`config.mk`:
```
export PLATFORM = sky130hd
export DESIGN_NAME = okv_cell
export DESIGN_NICKNAME = d
export VERILOG_FILES = /design/src/design/assert_macros.svh /design/src/design/okv_pkg.sv /design/src/design/okv_cell.sv
export SDC_FILE = /design/constraint.sdc
export NUM_CORES = 1
export LEC_CHECK = 0
export BUFFER_PORTS_ARGS = -buffer_cell sky130_fd_sc_hd__buf_2
export CAP_MARGIN = 20
export CORE_AREA = 2 2 206 208
export CTS_CLUSTER_DIAMETER = 60
export DETAILED_ROUTE_END_ITERATION = 12
export DIE_AREA = 0 0 208 210
export PLACE_DENSITY = 0.47
export SYNTH_ARGS = -nofsm -noshare
export SYNTH_HDL_FRONTEND = slang
export SYNTH_SLANG_ARGS = --single-unit
export TNS_END_PERCENT = 30
```
`constraint.sdc`:
```
create_clock -name clk -period 3.34 [get_ports clk]
set_clock_uncertainty 0.1 [all_clocks]
set_input_delay 0.167 -clock clk [delete_from_list [all_inputs] [get_ports clk]]
set_output_delay 0.167 -clock clk [all_outputs]
set_load 0.02 [all_outputs]
```
`src/design/assert_macros.svh`:
```
// Assertion macros shared by the ordered key-value table RTL.
`ifndef ASSERT_MACROS_SVH
`define ASSERT_MACROS_SVH

// Checks that the consequent holds in the same cycle as the antecedent.
`define ASSERT_SAME(lbl, clk, rst_n, ante, cons) \
    lbl: assert property (@(posedge clk) disable iff (!rst_n) (ante) |-> (cons)) \
        else $error("%m: same-cycle check failed");

// Checks that the consequent holds in the cycle after the antecedent.
`define ASSERT_NEXT(lbl, clk, rst_n, ante, cons) \
    lbl: assert property (@(posedge clk) disable iff (!rst_n) (ante) |=> (cons)) \
        else $error("%m: next-cycle check failed");

`endif

```
`src/design/okv_pkg.sv`:
```
// Package with the types and constants of the ordered key-value table.
`default_nettype none
package okv_pkg;

    localparam int KEY_W          = 32;
    localparam int VALUE_W        = 64;
    localparam int POS_W          = 4;
    localparam int COUNT_OUT_W    = 5;
    localparam int DEF_CAPACITY   = 16;
    localparam int DEF_KEY_BITS   = 32;
    localparam int DEF_VALUE_BITS = 64;

    typedef enum logic [2:0] {
        OP_INSERT   = 3'd0,
        OP_UPDATE   = 3'd1,
        OP_UPSERT   = 3'd2,
        OP_ERASE    = 3'd3,
        OP_CONTAINS = 3'd4,
        OP_GET_KEY  = 3'd5,
        OP_GET_POS  = 3'd6
    } okv_op_t;

    typedef struct packed {
        logic [2:0]         opcode;
        logic [KEY_W-1:0]   key_in;
        logic [VALUE_W-1:0] value_in;
        logic [POS_W-1:0]   position;
    } okv_req_t;

    typedef struct packed {
        logic                   success;
        logic [KEY_W-1:0]       key_out;
        logic [VALUE_W-1:0]     value_out;
        logic [COUNT_OUT_W-1:0] entry_count;
        logic                   table_full;
    } okv_rsp_t;

    // Per-operation strobes broadcast from the controller to every cell.
    typedef struct packed {
        logic upd;
        logic ins;
        logic ers;
        logic rd_key;
        logic rd_pos;
    } okv_ctl_t;

endpackage
`default_nettype wire

```
`src/design/okv_cell.sv`:
```
// One table entry of the cell chain: key/value storage, match and shift logic.
`default_nettype none
module okv_cell #(
    parameter int IDX        = 0,
    parameter int KEY_BITS   = okv_pkg::DEF_KEY_BITS,
    parameter int VALUE_BITS = okv_pkg::DEF_VALUE_BITS,
    parameter int CW         = 5
) (
    input  wire logic                  clk,
    input  wire logic                  rst_n,
    input  wire logic                  cmp_en,
    input  wire logic [KEY_BITS-1:0]   cmp_key,
    input  wire logic [CW-1:0]         count,
    input  wire logic [okv_pkg::POS_W-1:0] position,
    input  wire okv_pkg::okv_ctl_t     ctl,
    input  wire logic [KEY_BITS-1:0]   wr_key,
    input  wire logic [VALUE_BITS-1:0] wr_value,
    input  wire logic [KEY_BITS-1:0]   next_key,
    input  wire logic [VALUE_BITS-1:0] next_value,
    input  wire logic                  hit_in,
    output logic                       hit_out,
    input  wire logic [KEY_BITS-1:0]   rd_key_in,
    input  wire logic [VALUE_BITS-1:0] rd_value_in,
    output logic [KEY_BITS-1:0]        rd_key_out,
    output logic [VALUE_BITS-1:0]      rd_value_out,
    output logic [KEY_BITS-1:0]        key,
    output logic [VALUE_BITS-1:0]      value,
    output logic                       match
);
    import okv_pkg::*;

    localparam int PCW = (CW > POS_W) ? CW : POS_W;

    logic [KEY_BITS-1:0]   key_reg;
    logic [VALUE_BITS-1:0] value_reg;
    logic                  match_reg;
    logic                  occupied;
    logic                  pos_hit;
    logic                  sel;

    assign occupied = (CW'(IDX) < count);
    assign pos_hit  = (PCW'(IDX) == PCW'(position));
    assign sel      = (ctl.rd_key & match_reg) | (ctl.rd_pos & pos_hit & occupied);

    // The hit chain tells each cell whether the erased entry sits at or below it.
    assign hit_out      = hit_in | match_reg;
    assign rd_key_out   = rd_key_in | (sel ? key_reg : '0);
    assign rd_value_out = rd_value_in | (sel ? value_reg : '0);

    assign key   = key_reg;
    assign value = value_reg;
    assign match = match_reg;

    always_ff @(posedge clk or negedge rst_n)
    begin
        if (!rst_n)
        begin
            match_reg <= 1'b0;
        end
        else if (cmp_en)
        begin
            match_reg <= occupied && (key_reg == cmp_key);
        end
    end

    always_ff @(posedge clk)
    begin
        if (ctl.ers && hit_out)
        begin
            key_reg   <= next_key;
            value_reg <= next_value;
        end
        else if (ctl.ins && (CW'(IDX) == count))
        begin
            key_reg   <= wr_key;
            value_reg <= wr_value;
        end
        else if (ctl.upd && match_reg)
        begin
            value_reg <= wr_value;
        end
    end
endmodule
`default_nettype wire

```
# Word level (Yosys, flattened, before mapping)
# Cells that the tools add are included.
[word_totals]
regBits = 97
out_inout_bits = 194
wordCells = 27
[classes]
n_lt_le_gt_ge = 1
n_eq_ne = 1
mux = 7
bitwise = 7
reduce_logical = 8
[ops]
columns = ["op", "n"]
rows = [
  ["$mux 64", 4],
  ["$mux 32", 3],
  ["$or 64x64->64", 1],
  ["$eq 32x32->1", 1],
  ["$or 32x32->32", 1],
  ["$logic_not 5->1", 1],
  ["$lt 1x5->1 const A", 1],
  ["$logic_and 1x1->1", 4],
  ["$logic_not 4->1", 1],
  ["$and 1x1->1", 3],
  ["$reduce_bool 3->1", 1],
  ["$or 1x1->1", 2],
  ["$reduce_bool 2->1", 1],
]

# Depth between registers and ports, before layout
[logic_depth]
word_depth = 6
ltp_mapped = 6
ltp_nobuf = 4

# Least setup slack after synthesis
# Ideal clock, no wire load.
[synth_path]
kind = "register to register"
from = "register match_reg, in the netlist match"
to = "register value_reg[0], in the netlist value[0] (enable)"
arrival_ps = 2848
path_slack_ps = -460
stages_incl_launch_ff = 6
synth_period_minus_slack_ps = 3800
path_cell_list = "dfrtp_1 > or2_2 > nand2_2 > buf_4 > buf_2 > nand3_1"
[synth_between]
elab_chain_cells = 3
word_cells_on_any_way = 4
[synth_rtl]
columns = ["element", "line_no", "text"]
rows = [
  ["start: declaration", "okv_cell.sv:36", "logic match_reg;"],
  ["start signal: assignment", "okv_cell.sv:62", "match_reg <= occupied && (key_reg == cmp_key);"],
  ["$or 1x1->1", "okv_cell.sv:46", "assign hit_out = hit_in | match_reg;"],
  ["net hit_out", "okv_cell.sv:21", "output logic hit_out,"],
  ["$logic_and 1x1->1", "okv_cell.sv:68", "if (ctl.ers && hit_out)"],
  ["$reduce_bool 3->1 (no source line)", "-", ""],
  ["end signal: assignment", "okv_cell.sv:71", "value_reg <= next_value;"],
  ["end signal: assignment", "okv_cell.sv:76", "value_reg <= wr_value;"],
  ["end signal: assignment", "okv_cell.sv:80", "value_reg <= wr_value;"],
  ["end: declaration", "okv_cell.sv:35", "logic [VALUE_BITS-1:0] value_reg;"],
]
# The timed path passes the listed nets, and every way through them passes these cells.
# A chain may end at the register's enable or synchronous reset.

# Worst setup path after layout
[layout_path]
from = "register match_reg, in the netlist match"
to = "register value_reg[49], in the netlist value[49] (data pin)"
[layout_between]
elab_chain_cells = 3
[layout_rtl]
columns = ["element", "line_no"]
rows = [
  ["$or 1x1->1", "okv_cell.sv:46"],
  ["$logic_and 1x1->1", "okv_cell.sv:68"],
  ["$mux 64", "okv_cell.sv:68"],
]
# No other way between the ends.

==> out/metrics.yaml <==
sta:
  tightest_slew_ps: 1070
  setup-tns-final_ps: 0
  hold_viol: 0
  fin_crit_sh_pct: 85.5
  max_slew_margin_pct: 28.5
  rsz0062_at_grt: "no"
  period_needed_ps: 2860
  setup_viol: 0
  drv_slew: 0
  max_freq_ghz: 0.350
  timing.hold.ws_ps: 28.6
grt:
  grt_pass1_wl_mm: 35.0
  track_usage_pct: 10.7
  grt_overflow: 0
  grt_antenna_before_repair: 1
  grt_max_degree: 97
  grt_pass1_vias: 6095
cells_and_area:
  final_cell_area_um2: 10700
  area_delta_synth_final_pct: 103
  diodes: 0
  final_layout_size_suffix_gt1_share_pct: 60.3
  ff_latch_area_um2: 2910
  largest_reg_flops: 64
  multi_input_area_um2: 2270
  nFillCells: 4438
  nets: 1414
cts:
  clock_path_buffers: 2
  cts-buffers-inserted: 9
  htree_levels: 3
  path_clk_slew_ps: 70
  cts-resized-gates: 0
  clockRootBuffer: "clkbuf_16"
  clkSinkCount: 97
  clk_latency_ps: 370
  cts_tree: "done"
job:
  max-cap-violations: 0
synthesis:
  postSynthCellCount: 366
  synth_warnings: 0
  ys_top_cells_by_area: "edfxtp_1 (55%), mux2_2 (20%), a21o_1 (14%), xor2_1 (5.1%), buf_6 (1.1%)"
  yosysTopAreaCell: "edfxtp_1"
  ys_seq_area_share_pct: 55.1
  syn-cell-area_um2: 5270
  yosysTopAreaCellShare_pct: 54.7
  synth_nets: 704
  synth_area_per_cell_um2: 14.4
  yosys_register_bits: 97
  synth_cell_types: 23
placement:
  gp_congestion: 0.902
  port_buffers: 531
  detailed_place_hpwl_mm: 19.2
  place_area_um2: 8550
pwr:
  pwr-share-comb_pct: 27.9
  power_density_nw_per_um2: 352
  peakVddDrop_v: 0.000187
  p_int_mw: 2.68
  p_sw_share_pct: 28.8
  seq_power_share_pct: 41.3
  power_frac_clock_pct: 30.7
  p_leak_nw: 5.21
  switching_power_mw: 1.08
routing:
  wl_per_cell_um: 15.4
  ant_nets: 0
  drt-initial-drc-count: 245
  dr_total_vias: 6017
  drcViolationCount: 0
  routed_wl_mm: 24.9
  routed_via_density: 3.72
  drtPass1Iterations: 4
worst_setup_path:
  critPathMaxFanout: 48
  setup.worst_path.end_class: "flip-flop"
  critical_path_class: "flip-flop to flip-flop"
  critPathLaunchType: "flip-flop"
  r2r_start: "match"
  setup.worst_path.start: "match"
  r2r_slack_ps: 480
  reg2reg_to: "value[49]"
  cp.required_ps: 3350
  crit_arrival_ps: 2860
  worstRegToRegCells: 5
floorplan:
  core_area_um2: 41500
  die-area_um2: 43700
  io_pins: 532
  die_h_um: 210
  die_x_um: 208
  row_count: 75
  initial_core_util_pct: 12.7
status:
  status: "finished clean"
hold_path:
  hold_path_end: "value[14]"
  holdPathStages: 2
  min_path_type: "input port to flip-flop"
  holdCritStartpoint: "wr_value[14]"
metrics by stage:
step / instances / setup WS, ps / power (mW) / util, %
2_1_floorplan: 366 / 368 / 1.98 / -
3_3_place_gp: 1420 / 1010 / 2.43 / 20.6
3_5_place_dp: 1420 / 965 / 2.43 / 20.6
4_1_cts: 1619 / 470 / 3.84 / 25.8
5_1_grt: 1619 / 385 / 3.95 / 25.8
6_report: 1619 / 484 / 3.76 / 25.8
cell usage after synthesis:
master and n:
a21o_1 96, edfxtp_1 96, mux2_2 96, xor2_1 31, buf_2 9, nor4_1 8, buf_6 5, clkbuf_1 5
nand2_1 5, nand3_1 2, buf_4 1, dfrtp_1 1, nand2_2 1, nand2b_1 1, nand4_1 1, nand4b_1 1
nor2_4 1, nor3_1 1, o21ai_2 1, o31ai_1 1, or2_2 1, or4_4 1, xnor2_1 1
layout make-up:
class	instances	share of cell area [%]
well taps	539	6.30
repair buffers	719	42.5
clock inverters	5	0.748
clock buffers	10	2.14
multi-input cells	249	21.2
flip-flops and latches	97	27.2
critical path, cell delays in order, from the launching register on:
cell and delay [ps]:
dfrtp_1 430, or2_2 380, nand2_4 120, buf_4 520, mux2_2 410, dlygate4sd3_1 550
power by group through the flow:
stage	clock network, mW	registers [mW]	logic, mW
2_1_floorplan	0	1.66	0.320
3_3_place_gp	0	1.58	0.849
3_5_place_dp	0	1.58	0.851
4_1_cts	1.22	1.56	1.05
5_1_grt	1.26	1.57	1.12
6_report	1.15	1.56	1.05
kinds of logic (layout without fill, tap and decap cells):
family	Yosys count	count (layout)	synth area share [%]
AO/OA/AOI/OAI	98	98	14.0
buffers and inverters	20	734	2.42
flip-flops	97	97	55.1
XOR/XNOR	32	32	5.31
AND/OR/NAND/NOR	23	23	2.66
multiplexers	96	96	20.5
layout by cell type (no fill, tap or decap), drive strengths merged:
cell and instances:
a21o 96, clkinv 1, dfrtp 1, inv 1
nand3 2, xor2 31, or4 1, bufinv 2
o21ai 1, clkinvlp 1, nor3 1, clkbuf 10
o31ai 1, edfxtp 96, buf 535, or2 1
nor2 1, nand2b 1, xnor2 1, nand2 6
dlygate4sd3 184, nand4b 1, nand4 1, nor4 8
mux2 96
how the worst max path moves through the flow:
stage                        to
5_1_grt               value[36]
3_3_place_gp          value[48]
2_1_floorplan          value[0]
4_1_cts               value[36]
6_report              value[49]
3_5_place_dp   rd_value_out[38]
routing by layer:
metal	global-route usage, %	part of all wire, %
met1	13.0	41
met2	18.4	50
met3	2.55	6.8
met4	4.21	2.6
met5	0	0.068
repair_timing:
action / 4_1_cts / 5_1_grt
endpoints found under the hold margin: 98 / 0
buffers inserted: 0 / 0
hold buffers: 184 / 0
Note: power is estimated with default switching activity, not from simulation.
